[config.mk]
export PLATFORM = sky130hd
export DESIGN_NAME = tracker_song_position_sequencer_flat
export DESIGN_NICKNAME = d
export VERILOG_FILES = /design/src/hw/rtl/tsps_pkg.sv /design/src/hw/rtl/tsps_if.sv /design/src/hw/rtl/tsps_ram.sv /design/src/hw/rtl/tracker_song_position_sequencer.sv /design/src/flat_wrapper.sv
export SDC_FILE = /design/constraint.sdc
export NUM_CORES = 1
export LEC_CHECK = 0
export BUFFER_PORTS_ARGS = -buffer_cell sky130_fd_sc_hd__buf_4
export CAP_MARGIN = 5
export CORE_MARGIN = 3
export CORE_UTILIZATION = 60
export CTS_CLUSTER_SIZE = 28
export DETAILED_ROUTE_END_ITERATION = 10
export MAX_ROUTING_LAYER = met4
export PLACE_DENSITY = 0.77
export RECOVER_POWER = 50
export SYNTH_ARGS = -nofsm -noshare
export SYNTH_HDL_FRONTEND = slang
export SYNTH_SLANG_ARGS = --single-unit
[constraint.sdc]
create_clock -name clk_i -period 13.25 [get_ports clk_i]
set_input_delay 3.975 -clock clk_i [delete_from_list [all_inputs] [get_ports clk_i]]
set_output_delay 3.975 -clock clk_i [all_outputs]
set_load 0.005 [all_outputs]
[src/hw/rtl/tsps_pkg.sv]
// Shared constants, codes and types of the song position sequencer.
package tsps_pkg;

  localparam int unsigned ORDER_DEPTH      = 128;
  localparam int unsigned ROWS_PER_PATTERN = 64;
  localparam int unsigned DEFAULT_SPEED    = 6;

  localparam int unsigned ORDER_AW = (ORDER_DEPTH > 1) ? $clog2(ORDER_DEPTH) : 1;

  localparam logic [8:0] ORDER_LIMIT = 9'(ORDER_DEPTH);
  localparam logic [8:0] ROWS_LIMIT  = 9'(ROWS_PER_PATTERN);
  localparam logic [4:0] SPEED_RESET = 5'(DEFAULT_SPEED);

  localparam logic [7:0] FINE_THRESHOLD = 8'd32;
  localparam logic [7:0] FINE_DEFAULT   = 8'd100;

  typedef enum logic [1:0] {
    OP_TICK    = 2'd0,
    OP_LOAD    = 2'd1,
    OP_RESTART = 2'd2
  } opcode_e;

  typedef enum logic [1:0] {
    ST_NONE  = 2'd0,
    ST_ENDED = 2'd1,
    ST_FATAL = 2'd2
  } status_e;

  typedef enum logic {
    CFG_SONG_LENGTH   = 1'b0,
    CFG_PATTERN_COUNT = 1'b1
  } cfg_reg_e;

endpackage

[src/hw/rtl/tsps_if.sv]
// Channel interfaces of the song position sequencer: items, results and configuration.
interface tsps_item_if;
  logic       valid;
  logic       ready;
  logic [1:0] opcode;
  logic [6:0] order_index;
  logic [6:0] order_value;
  logic       speed_request;
  logic [7:0] speed_value;
  logic       skip_request;
  logic [5:0] skip_row;
  logic       jump_request;
  logic [6:0] jump_position;

  modport source (
    output valid, opcode, order_index, order_value, speed_request, speed_value,
           skip_request, skip_row, jump_request, jump_position,
    input  ready
  );
  modport sink (
    input  valid, opcode, order_index, order_value, speed_request, speed_value,
           skip_request, skip_row, jump_request, jump_position,
    output ready
  );
endinterface

interface tsps_result_if;
  logic       valid;
  logic       ready;
  logic [6:0] order_position;
  logic [6:0] pattern_number;
  logic [5:0] row;
  logic [4:0] tick_count;
  logic [4:0] speed;
  logic [7:0] fine_speed;
  logic       row_advanced;
  logic [1:0] status;

  modport source (
    output valid, order_position, pattern_number, row, tick_count, speed, fine_speed,
           row_advanced, status,
    input  ready
  );
  modport sink (
    input  valid, order_position, pattern_number, row, tick_count, speed, fine_speed,
           row_advanced, status,
    output ready
  );
endinterface

interface tsps_cfg_if;
  logic       valid;
  logic       ready;
  logic       index;
  logic [7:0] data;

  modport source (
    output valid, index, data,
    input  ready
  );
  modport sink (
    input  valid, index, data,
    output ready
  );
endinterface

[src/hw/rtl/tsps_ram.sv]
// Generic single-clock RAM with one write port and one registered read port.
module tsps_ram #(
  parameter int unsigned WIDTH = 8,
  parameter int unsigned DEPTH = 16
) (
  input  logic                                        clk_i,
  input  logic                                        we_i,
  input  logic [((DEPTH > 1) ? $clog2(DEPTH) : 1)-1:0] waddr_i,
  input  logic [WIDTH-1:0]                            wdata_i,
  input  logic                                        re_i,
  input  logic [((DEPTH > 1) ? $clog2(DEPTH) : 1)-1:0] raddr_i,
  output logic [WIDTH-1:0]                            rdata_o
);

  logic [WIDTH-1:0] mem_q [DEPTH];
  logic [WIDTH-1:0] rdata_q;

  always_ff @(posedge clk_i) begin
    if (we_i) begin
      mem_q[waddr_i] <= wdata_i;
    end
    if (re_i) begin
      rdata_q <= mem_q[raddr_i];
    end
  end

  assign rdata_o = rdata_q;

endmodule

[src/hw/rtl/tracker_song_position_sequencer.sv]
// Song position sequencer: order position, pattern, row, tick and speed of tracker playback.
// The block takes one transaction per clock cycle when the output is not stalled and
// delivers one result for every transaction: the accepting cycle updates position, row,
// tick and speed and starts the order table read; the stage after it checks the pattern
// number read from the order table memory and sets the status on its way to the output
// register, which decouples the result side, so a new transaction is taken while a finished
// result waits. The order table holds no defined contents after reset and must be loaded
// before playback reaches an entry; there is no clearing pass. Configuration writes are
// taken in every cycle and are meant to happen only while the block is idle.
module tracker_song_position_sequencer (
  input  logic               clk_i,
  input  logic               rst_ni,
  tsps_item_if.sink          in_i,
  tsps_result_if.source      out_o,
  tsps_cfg_if.sink           cfg_i
);
  import tsps_pkg::*;

  logic [7:0] song_length_q, pattern_count_q;

  logic [7:0] position_q, position_d;
  logic [5:0] row_q, row_d;
  logic [4:0] tick_q, tick_d;
  logic [4:0] speed_q, speed_d;
  logic [7:0] fine_q, fine_d;
  logic       pend_skip_q, pend_skip_d;
  logic [5:0] pend_row_q, pend_row_d;
  logic       pend_jump_q, pend_jump_d;
  logic [6:0] pend_pos_q, pend_pos_d;

  logic [6:0] pattern_q, pattern_d;
  status_e    status_q, status_d;

  logic s1_valid_q, s1_select_q, s1_restart_q, s1_ended_q, s1_bad_q, s1_oob_q, s1_adv_q;
  logic select_d, restart_d, ended_d, bad_d, oob_d, adv_d;

  logic       out_valid_q;
  logic [6:0] out_position_q, out_pattern_q;
  logic [5:0] out_row_q;
  logic [4:0] out_tick_q, out_speed_q;
  logic [7:0] out_fine_q;
  logic       out_adv_q;
  status_e    out_status_q;

  logic       in_fire, s1_move;
  logic       ram_we;
  logic [7:0] widx;
  logic [7:0] ridx;
  logic [6:0] rdata;

  logic [5:0] tick_sum;
  logic [8:0] row_sum;
  logic [7:0] next_pos;
  logic       jump_now, skip_now;
  logic [6:0] jump_pos_now;
  logic [5:0] skip_row_now;
  logic [6:0] pat;
  logic       fatal;
  status_e    status_base;

  assign cfg_i.ready = 1'b1;

  always_ff @(posedge clk_i or negedge rst_ni) begin
    if (!rst_ni) begin
      song_length_q   <= 8'd1;
      pattern_count_q <= 8'd1;
    end else if (cfg_i.valid) begin
      case (cfg_reg_e'(cfg_i.index))
        CFG_SONG_LENGTH:   song_length_q   <= cfg_i.data;
        CFG_PATTERN_COUNT: pattern_count_q <= cfg_i.data;
        default:           song_length_q   <= song_length_q;
      endcase
    end
  end

  assign s1_move    = s1_valid_q && (!out_valid_q || out_o.ready);
  assign in_i.ready = !s1_valid_q || s1_move;
  assign in_fire    = in_i.valid && in_i.ready;

  always_comb begin
    position_d  = position_q;
    row_d       = row_q;
    tick_d      = tick_q;
    speed_d     = speed_q;
    fine_d      = fine_q;
    pend_skip_d = pend_skip_q;
    pend_row_d  = pend_row_q;
    pend_jump_d = pend_jump_q;
    pend_pos_d  = pend_pos_q;
    select_d    = 1'b0;
    restart_d   = 1'b0;
    ended_d     = 1'b0;
    adv_d       = 1'b0;
    ram_we      = 1'b0;
    tick_sum    = 6'd0;
    row_sum     = 9'd0;
    next_pos    = 8'd0;

    jump_now     = pend_jump_q || in_i.jump_request;
    jump_pos_now = in_i.jump_request ? in_i.jump_position : pend_pos_q;
    skip_now     = pend_skip_q || in_i.skip_request;
    skip_row_now = in_i.skip_request ? in_i.skip_row : pend_row_q;

    case (opcode_e'(in_i.opcode))
      OP_LOAD: begin
        ram_we = ({1'b0, widx} < ORDER_LIMIT);
      end
      OP_RESTART: begin
        position_d  = 8'd0;
        row_d       = 6'd0;
        tick_d      = 5'd0;
        speed_d     = SPEED_RESET;
        fine_d      = FINE_DEFAULT;
        pend_skip_d = 1'b0;
        pend_row_d  = 6'd0;
        pend_jump_d = 1'b0;
        pend_pos_d  = 7'd0;
        restart_d   = 1'b1;
        select_d    = 1'b1;
      end
      OP_TICK: begin
        pend_skip_d = skip_now;
        pend_row_d  = skip_row_now;
        pend_jump_d = jump_now;
        pend_pos_d  = jump_pos_now;
        if (in_i.speed_request && (in_i.speed_value != 8'd0)) begin
          if (in_i.speed_value >= FINE_THRESHOLD) begin
            fine_d = in_i.speed_value;
          end else begin
            speed_d = in_i.speed_value[4:0];
            fine_d  = FINE_DEFAULT;
          end
        end
        tick_sum = {1'b0, tick_q} + 6'd1;
        tick_d   = tick_sum[4:0];
        if (tick_sum >= {1'b0, speed_d}) begin
          tick_d      = 5'd0;
          adv_d       = 1'b1;
          pend_skip_d = 1'b0;
          pend_jump_d = 1'b0;
          next_pos    = position_q + 8'd1;
          if (jump_now) begin
            position_d = {1'b0, jump_pos_now};
            select_d   = 1'b1;
            row_d      = 6'd0;
          end else begin
            row_sum = {3'b000, row_q} + 9'd1;
            if (skip_now || (row_sum >= ROWS_LIMIT)) begin
              if (next_pos >= song_length_q) begin
                position_d = 8'd0;
                ended_d    = 1'b1;
              end else begin
                position_d = next_pos;
              end
              select_d = 1'b1;
              row_d    = skip_now ? skip_row_now : 6'd0;
            end else begin
              row_d = row_sum[5:0];
            end
          end
        end
      end
      default: begin
        position_d = position_q;
      end
    endcase
  end

  assign widx  = {1'b0, in_i.order_index};
  assign ridx  = position_d;
  assign bad_d = (position_d >= song_length_q);
  assign oob_d = ({1'b0, ridx} >= ORDER_LIMIT);

  tsps_ram #(
    .WIDTH (7),
    .DEPTH (ORDER_DEPTH)
  ) u_order_ram (
    .clk_i   (clk_i),
    .we_i    (in_fire && ram_we),
    .waddr_i (widx[ORDER_AW-1:0]),
    .wdata_i (in_i.order_value),
    .re_i    (in_fire),
    .raddr_i (ridx[ORDER_AW-1:0]),
    .rdata_o (rdata)
  );

  always_ff @(posedge clk_i or negedge rst_ni) begin
    if (!rst_ni) begin
      position_q  <= 8'd0;
      row_q       <= 6'd0;
      tick_q      <= 5'd0;
      speed_q     <= SPEED_RESET;
      fine_q      <= FINE_DEFAULT;
      pend_skip_q <= 1'b0;
      pend_row_q  <= 6'd0;
      pend_jump_q <= 1'b0;
      pend_pos_q  <= 7'd0;
      s1_valid_q  <= 1'b0;
    end else begin
      if (in_fire) begin
        position_q  <= position_d;
        row_q       <= row_d;
        tick_q      <= tick_d;
        speed_q     <= speed_d;
        fine_q      <= fine_d;
        pend_skip_q <= pend_skip_d;
        pend_row_q  <= pend_row_d;
        pend_jump_q <= pend_jump_d;
        pend_pos_q  <= pend_pos_d;
        s1_valid_q  <= 1'b1;
      end else if (s1_move) begin
        s1_valid_q <= 1'b0;
      end
    end
  end

  always_ff @(posedge clk_i) begin
    if (in_fire) begin
      s1_select_q  <= select_d;
      s1_restart_q <= restart_d;
      s1_ended_q   <= ended_d;
      s1_bad_q     <= bad_d;
      s1_oob_q     <= oob_d;
      s1_adv_q     <= adv_d;
    end
  end

  always_comb begin
    pat         = s1_oob_q ? 7'd0 : rdata;
    fatal       = s1_bad_q || ({1'b0, pat} >= pattern_count_q);
    status_base = s1_restart_q ? ST_NONE : status_q;
    pattern_d   = pattern_q;
    status_d    = status_base;
    if (s1_ended_q && (status_base != ST_FATAL)) begin
      status_d = ST_ENDED;
    end
    if (s1_select_q) begin
      if (fatal) begin
        status_d = ST_FATAL;
      end else begin
        pattern_d = pat;
      end
    end
  end

  always_ff @(posedge clk_i or negedge rst_ni) begin
    if (!rst_ni) begin
      pattern_q   <= 7'd0;
      status_q    <= ST_NONE;
      out_valid_q <= 1'b0;
    end else if (s1_move) begin
      pattern_q   <= pattern_d;
      status_q    <= status_d;
      out_valid_q <= 1'b1;
    end else if (out_o.ready) begin
      out_valid_q <= 1'b0;
    end
  end

  always_ff @(posedge clk_i) begin
    if (s1_move) begin
      out_position_q <= position_q[6:0];
      out_pattern_q  <= pattern_d;
      out_row_q      <= row_q;
      out_tick_q     <= tick_q;
      out_speed_q    <= speed_q;
      out_fine_q     <= fine_q;
      out_adv_q      <= s1_adv_q;
      out_status_q   <= status_d;
    end
  end

  assign out_o.valid          = out_valid_q;
  assign out_o.order_position = out_position_q;
  assign out_o.pattern_number = out_pattern_q;
  assign out_o.row            = out_row_q;
  assign out_o.tick_count     = out_tick_q;
  assign out_o.speed          = out_speed_q;
  assign out_o.fine_speed     = out_fine_q;
  assign out_o.row_advanced   = out_adv_q;
  assign out_o.status         = out_status_q;

endmodule

[src/flat_wrapper.sv]
// flat-port wrapper written by rule: the top's interface ports become plain ports
module tracker_song_position_sequencer_flat import tsps_pkg::*;
  (clk_i, rst_ni, in_i_valid, in_i_opcode, in_i_order_index, in_i_order_value, in_i_speed_request, in_i_speed_value, in_i_skip_request, in_i_skip_row, in_i_jump_request, in_i_jump_position, in_i_ready, out_o_valid, out_o_order_position, out_o_pattern_number, out_o_row, out_o_tick_count, out_o_speed, out_o_fine_speed, out_o_row_advanced, out_o_status, out_o_ready, cfg_i_valid, cfg_i_index, cfg_i_data, cfg_i_ready);
  tsps_item_if in_i_i ();
  tsps_result_if out_o_i ();
  tsps_cfg_if cfg_i_i ();
  input  logic clk_i;
  input  logic rst_ni;
  input wire logic [$bits(in_i_i.valid)-1:0] in_i_valid;
  input wire logic [$bits(in_i_i.opcode)-1:0] in_i_opcode;
  input wire logic [$bits(in_i_i.order_index)-1:0] in_i_order_index;
  input wire logic [$bits(in_i_i.order_value)-1:0] in_i_order_value;
  input wire logic [$bits(in_i_i.speed_request)-1:0] in_i_speed_request;
  input wire logic [$bits(in_i_i.speed_value)-1:0] in_i_speed_value;
  input wire logic [$bits(in_i_i.skip_request)-1:0] in_i_skip_request;
  input wire logic [$bits(in_i_i.skip_row)-1:0] in_i_skip_row;
  input wire logic [$bits(in_i_i.jump_request)-1:0] in_i_jump_request;
  input wire logic [$bits(in_i_i.jump_position)-1:0] in_i_jump_position;
  output wire logic [$bits(in_i_i.ready)-1:0] in_i_ready;
  output wire logic [$bits(out_o_i.valid)-1:0] out_o_valid;
  output wire logic [$bits(out_o_i.order_position)-1:0] out_o_order_position;
  output wire logic [$bits(out_o_i.pattern_number)-1:0] out_o_pattern_number;
  output wire logic [$bits(out_o_i.row)-1:0] out_o_row;
  output wire logic [$bits(out_o_i.tick_count)-1:0] out_o_tick_count;
  output wire logic [$bits(out_o_i.speed)-1:0] out_o_speed;
  output wire logic [$bits(out_o_i.fine_speed)-1:0] out_o_fine_speed;
  output wire logic [$bits(out_o_i.row_advanced)-1:0] out_o_row_advanced;
  output wire logic [$bits(out_o_i.status)-1:0] out_o_status;
  input wire logic [$bits(out_o_i.ready)-1:0] out_o_ready;
  input wire logic [$bits(cfg_i_i.valid)-1:0] cfg_i_valid;
  input wire logic [$bits(cfg_i_i.index)-1:0] cfg_i_index;
  input wire logic [$bits(cfg_i_i.data)-1:0] cfg_i_data;
  output wire logic [$bits(cfg_i_i.ready)-1:0] cfg_i_ready;
  assign in_i_i.valid = in_i_valid;
  assign in_i_i.opcode = in_i_opcode;
  assign in_i_i.order_index = in_i_order_index;
  assign in_i_i.order_value = in_i_order_value;
  assign in_i_i.speed_request = in_i_speed_request;
  assign in_i_i.speed_value = in_i_speed_value;
  assign in_i_i.skip_request = in_i_skip_request;
  assign in_i_i.skip_row = in_i_skip_row;
  assign in_i_i.jump_request = in_i_jump_request;
  assign in_i_i.jump_position = in_i_jump_position;
  assign in_i_ready = in_i_i.ready;
  assign out_o_valid = out_o_i.valid;
  assign out_o_order_position = out_o_i.order_position;
  assign out_o_pattern_number = out_o_i.pattern_number;
  assign out_o_row = out_o_i.row;
  assign out_o_tick_count = out_o_i.tick_count;
  assign out_o_speed = out_o_i.speed;
  assign out_o_fine_speed = out_o_i.fine_speed;
  assign out_o_row_advanced = out_o_i.row_advanced;
  assign out_o_status = out_o_i.status;
  assign out_o_i.ready = out_o_ready;
  assign cfg_i_i.valid = cfg_i_valid;
  assign cfg_i_i.index = cfg_i_index;
  assign cfg_i_i.data = cfg_i_data;
  assign cfg_i_ready = cfg_i_i.ready;
  tracker_song_position_sequencer u_core (.clk_i(clk_i), .rst_ni(rst_ni), .in_i(in_i_i), .out_o(out_o_i), .cfg_i(cfg_i_i));
endmodule
# After elaboration in Yosys (flattened, before gate mapping)
# Memories as Yosys holds them, arrays and structs flattened. A register that Yosys moved wholly into a read port is not among the register bits.
# Index checks and enable logic that the tools add are counted.
# totals
n_memories	1
reg_bits	121
mem_bits_rw	896
wordCells	122
out_inout_bits	44
# mem_list
memory	depth	width	rd	rd_ports_with_merged_regs	wr	line	text
u_core.u_order_ram.mem_q	128	7	1	1	1	tsps_ram.sv:15	logic [WIDTH-1:0] mem_q [DEPTH];
# classes
addsub	3
reduce_logical	24
order_cmp	8
muxes	48
bitwise	4
eq_ne	5
# ops
op	n
$mux 8	6
$pmux 8 s2	2
$mux 6	5
$mux 7	4
$pmux 6 s2	2
$mux 5	4
$pmux 5 s2	2
$ge 8x8->1	2
$mux 1	15
$pmux 7 s2	1
$ge 9x7->1 const B	1
$add 8x1->8 const B	1
$ge 7x8->1	1
$ge 8x6->1 const B	1
$ge 8x8->1 const B	1
$lt 7x8->1 const B	1
$mux 2	4
$reduce_bool 8->1	1
$add 6x1->7 const B	1
$add 5x1->6 const B	1
$ge 6x5->1	1
$logic_or 1x1->1	6
$pmux 1 s2	3
$reduce_and 2->1	3
11 further kinds	23

# Depth between registers and ports, before layout
# depth
depth_word	8
ltp_mapped	28

# By module
# Synthesis repeated with hierarchy kept, for this count alone.
# hier_totals
cells_unflattened	1992
hier_area_um2	40955.5
# modules_own_cells
module	instances	cells_each	seq_area_each_um2	area_per_inst_um2
tsps_ram	1	1453	27116.0	34877.2
tracker_song_position_sequencer	1	539	3271.9	6078.3

# Worst setup path after synthesis
# Ideal clock, no wire load.
# synth_path
path_type	input -> register
startpoint	in in_i_speed_value[1]
endpoint	reg u_core.s1_bad_q, data pin
required_ns	12.993
n_path_buf	5
setup_slack_ns	3.877
stages	27
t_arrival_ns	9.116
setup_ns	0.257
cell_sequence	or4_1 > o31a_1 > nand2_1 > mux2_2 > ha_1 > nand2b_1 > a2111o_1 > a221o_2 > nand3_2 > o21ai_4 > inv_2 > buf_2 > buf_2 > buf_2 > buf_1 > buf_2 > ha_1 > nand2b_1 > a21o_1 > a21oi_1 > nor2b_1 > o21ai_0 > nand2b_1 > a21oi_1 > nor2b_1 > o21ai_0 > nand2b_1
# synth_via
elab_chain_len	8
elab_cells_between_ends	10
classes_between	3 x order compare; 5 x mux; 2 x reduce/logical
# synth_rtl
element	line	text
start, declared	flat_wrapper.sv:14	input wire logic [$bits(in_i_i.speed_value)-1:0] in_i_speed_value;
$ge 8x6->1 / $reduce_bool 8->1 (equally long branches)	tracker_song_position_sequencer.sv:127, tracker_song_position_sequencer.sv:126	
$mux 5 / $logic_and 1x1->1 (equally long branches)	tracker_song_position_sequencer.sv:127, tracker_song_position_sequencer.sv:126	
$mux 5 *	tracker_song_position_sequencer.sv:126	if (in_i.speed_request && (in_i.speed_value != 8'd0)) begin
$mux 5 *	tracker_song_position_sequencer.sv:104	case (opcode_e'(in_i.opcode))
$ge 6x5->1 *	tracker_song_position_sequencer.sv:136	if (tick_sum >= {1'b0, speed_d}) begin
$mux 8 *	tracker_song_position_sequencer.sv:136	
$pmux 8 s2 *	tracker_song_position_sequencer.sv:104	
$ge 8x8->1 *	tracker_song_position_sequencer.sv:171	assign bad_d = (position_d >= song_length_q);
named net u_core.bad_d	tracker_song_position_sequencer.sv:35	logic select_d, restart_d, ended_d, bad_d, oob_d, adv_d;
end signal, assigned	tracker_song_position_sequencer.sv:222	s1_bad_q <= bad_d;
end, declared	tracker_song_position_sequencer.sv:34	logic s1_valid_q, s1_select_q, s1_restart_q, s1_ended_q, s1_bad_q, s1_oob_q, s1_adv_q;
# The timed path passes the listed nets; every way through them passes the cells marked *. The select of a mux whose other input is x is not followed.
# A chain may end at the register's enable or synchronous reset.

# Final worst setup path
# layout_path
startpoint	in in_i_speed_value[1]
endpoint	reg u_core.u_order_ram.rdata_q[1], in the netlist u_core.u_order_ram.rdata_o[1], read port of u_core.u_order_ram.mem_q, data pin
# layout_via
elab_chain_len	7
elab_cells_between_ends	9
classes_between	2 x order compare; 5 x mux; 2 x reduce/logical
# layout_rtl
element	line	text
$ge 8x6->1 / $reduce_bool 8->1 (equally long branches)	tracker_song_position_sequencer.sv:127, tracker_song_position_sequencer.sv:126	
$mux 5 / $logic_and 1x1->1 (equally long branches)	tracker_song_position_sequencer.sv:127, tracker_song_position_sequencer.sv:126	
$mux 5 *	tracker_song_position_sequencer.sv:126	
$mux 5 *	tracker_song_position_sequencer.sv:104	
$ge 6x5->1 *	tracker_song_position_sequencer.sv:136	
$mux 8 *	tracker_song_position_sequencer.sv:136	
$pmux 8 s2 *	tracker_song_position_sequencer.sv:104	
end, declared	tsps_ram.sv:16	logic [WIDTH-1:0] rdata_q;
# Every way passes the cells marked *; elsewhere a longest branch is shown, timed or not. The select of a mux whose other input is x is not followed.

==> results.tsv <==
stage	metric	value	unit
drt	ant_nets	0	
finish	multiInputGateArea	0.0111	mm2
synthesis	ys_types	71	
die	start_util	0.612	
timing	finClkSkew	0.0164	ns
timing	fmax	96.5	MHz
drt	viasPerCell	6.68	
clock_network	htreeDepth	3	
critical_path	cp-start-kind	input port	
clock_network	cts_sinks	1024	
synthesis	yosysTopAreaCellShare	0.671	
global_routing	grt.total_usage	0.312	
die	die_w	272	um
synthesis	synth_edf_count	950	
die	die_h	272	um
clock_network	clock-root-buffer	clkbuf_16	
synthesis	synth.area.top_cells	edfxtp_1, nand2_1, dfrtp_1	
critical_path	crit_chain	buf_4 > or4_1 > o31a_1 > nand2_1 > mux2_2 > ha_1 > nand2b_1 > a2111o_1 > a221o_2 > nand2_4 > inv_2 > a32oi_4 > inv_6 > buf_4 > a211oi_1 > a311oi_1 > nor4_1 > o21ai_0 > o21ai_0 > a2111oi_2	
synthesis	netlist_area	0.0425	mm2
placement	dp.cells	4075	
placement	routabilityCongestion	0.929	
critical_path	critPathArrivalTime	10.73	ns
clock_network	cts_tree	done	
global_routing	antenna_found_initial	3	
clock_network	clkLatencyLatePin	0.65	ns
synthesis	ys_seq_area_frac	0.715	
drt	wl_per_cell	26.6	um
placement	post_dp_cell_area	0.0438	mm2
critical_path	r2r_start	u_core.position_q[2]	
timing	setup_ws	2.89	ns
finish	syn_to_final_growth	10.5	%
placement	port_buffers	96	
critical_path	critPathKind	input port to flip-flop	
global_routing	grt_max_degree	214	
pwr	powerDensity	158	mW/mm2
finish	nFillCells	4740	
job	maxCapViolCount	16	
run_status	status	complete, but fails checks	
pwr	combPwrFrac	0.121	
pwr	leakage	16.6	nW
timing	fin_setup_tns	0	ns
finish	post-route-util	0.677	
finish	fin_area	0.0470	mm2
critical_path	crit_path_end_kind	flip-flop	
run_status	violations	max-capacitance violations, max-slew violations	
drt	drt_iter0_drc	4590	
pwr	power.switching	1.86	mW
clock_network	hold_buffers	0	
critical_path	cp_max_fo	108	
placement	dp_hpwl	69100	um
critical_path	critPathMaxStageDelay	1.17	ns
die	fp-row-count	96	
timing	finalMaxSlewViolations	1029	
timing	finalSetupViolations	0	
clock_network	cts_resized	0	
timing	finalCriticalPeriod	10.36	ns
synthesis	ys_ff_latch	1024	
worst_hold_path	min_from	u_core.fine_q[4]	
global_routing	first_global_vias	27242	
die	die_area	0.0741	mm2
timing	hold_viol	0	
finish	finalNonFillerCells	4257	
timing	slew_headroom	-1.85	
global_routing	grt_overflow	0	
pwr	ir_worst_vdd	0.133	mV
clock_network	clock_path_buffers	3	
placement	place_ws	2.36	ns
synthesis	synth_top_flop_cell	edfxtp_1	
critical_path	crit_path_top_delay_cell	nor4_1	
synthesis	ys_async_sr_fraction	0.0723	
drt	drc	0	
global_routing	grt_pass1_wl	170000	um
timing	finalCritPeriodShare	0.782	
pwr	seqPwrFrac	0.495	
timing	grt_setup_unrepaired	no	
synthesis	syn_nets	3298	
drt	num_vias	28455	
timing	worst_pin_slew	4.28	ns
finish	drive_gt1_frac	0.0978	
die	core-area	0.0694	mm2
critical_path	required	13.62	ns
synthesis	synth.avg_cell_area	13.2	um2
drt	first_pass_iters	6	
clock_network	cts_setup_buffers	0	
synthesis	ys_warn_count	0	
clock_network	path_clk_slew	0.06	ns
drt	routed_wl	113000	um
pwr	pwr-share-clk	0.384	
clock_network	cts_buffers	98	
synthesis	synth_cells	3213	
pwr	swShare	0.251	
die	num_io_pins	98	
pwr	p_int	5.56	mW
finish	regArea	0.0304	mm2
synthesis	synth_area_leader_cell	edfxtp_1	
critical_path	startpoint	in_i_speed_value[1]	
finish	final_nets	3329	
worst_hold_path	hp-class	flip-flop to flip-flop	
## path summary, 6_finish.rpt
kind	endpoint	slack, ns	cells after the start
worst max-delay path	u_core.u_order_ram.rdata_o[1]	2.89	20
worst min-delay path	u_core.out_o.fine_speed[4]	0.45	0
worst max register to register	u_core.u_order_ram.rdata_o[5]	5.89	18
worst min register to register	u_core.out_o.fine_speed[4]	0.45	0
max in group asynchronous	u_core.pend_row_q[3]	6.28	1
min in group asynchronous	u_core.fine_q[7]	4.73	1
## layout by cell type, fill, tap and decap left out, types with 77 or more instances in the layout
| master | instances |
|---|---|
| a211oi_1 | 84 |
| a311oi_1 | 91 |
| buf_4 | 77 |
| clkbuf_16 | 102 |
| edfxtp_1 | 950 |
| nand2_1 | 758 |
| nand3_1 | 197 |
| nor2_1 | 168 |
| o211a_1 | 84 |
| o21ai_0 | 77 |
## sequential cells by signal (all words and copies together) (netlist names), 6 cells and up
name	flops
u_core.pend_row_q	6
u_core.pattern_count_q	8
u_core.out_o.row	6
u_core.out_o.pattern_number	7
u_core.fine_q	8
u_core.pattern_q	7
u_core.out_o.fine_speed	8
u_core.song_length_q	8
u_core.u_order_ram.mem_q	896
u_core.out_o.order_position	7
u_core.u_order_ram.rdata_o	7
u_core.position_q	8
u_core.pend_pos_q	7
u_core.row_q	6
## metal layers
| layer | vias up | track usage | wire, um |
|---|---|---|---|
| met3 | 308 | 0.0613 | 13000 |
| met1 | 14040 | 0.422 | 42600 |
| li1 | 12184 | - | - |
| met4 | 0 | 0.119 | 4580 |
| met5 | - | - | 0 |
| met2 | 1923 | 0.475 | 53100 |
## stage by stage
step	total power, mW	hold WS [ns]
after detailed placement	4.62	0.434
after floorplan	4.28	0.400
after global placement	4.59	0.429
after global routing	7.63	0.466
final	7.43	0.449
after CTS	7.42	0.449
## synthesized netlist by cell type, types with 14 or more instances
master	n
ha_1	31
nand4_1	30
nand2_1	758
and3_1	68
buf_2	62
a32oi_1	29
a311oi_1	91
mux2_2	24
buf_1	25
clkbuf_1	98
dfrtp_1	67
a21oi_1	31
edfxtp_1	950
o211a_1	84
o21ai_0	77
a211oi_1	84
nor2b_1	14
nand3_1	199
mux2i_1	32
inv_1	28
nor2_1	170
a31oi_1	43
nor4_1	28
## power by group through the flow
stage	logic, mW	clock network, mW	registers, mW
after floorplan	0.572	0	3.71
after global placement	0.856	0	3.73
after detailed placement	0.884	0	3.73
after CTS	0.889	2.86	3.67
after global routing	0.960	2.99	3.68
final	0.896	2.86	3.68
## layout make-up
cell class / count / share of cell area
tap: 931 / 0.0248
sequential: 1024 / 0.647
multi-input combinational: 1952 / 0.236
antenna: 2 / 0.000107
timing repair buffer: 136 / 0.0202
clock buffer: 121 / 0.0567
clock inverter: 59 / 0.0130
inverter: 32 / 0.00288
## worst max-delay path, delay by kind of cell
kind / cells / cell delay, ns
AOI/OAI and AO/OA: 9 / 2.68
and+or+nand+nor: 5 / 2.20
buffers and inverters: 4 / 1.06
muxes: 1 / 0.39
adders and majority gates: 1 / 0.27
## kinds of logic (layout without fill, tap and decap cells)
kind of cell             Yosys count  count (layout)  synth area share
AO/OA/AOI/OAI                    525             525            0.0973
XOR/XNOR                          10              10           0.00206
adder cells (fa/ha/maj)           31              31           0.00912
buffers and inverters            237             348            0.0255
flip-flops                      1024            1024             0.715
multiplexers                      56              56            0.0139
other                              1               3         0.0000882
AND/OR/NAND/NOR                 1329            1329             0.137
(Power assumes the default switching activity.)
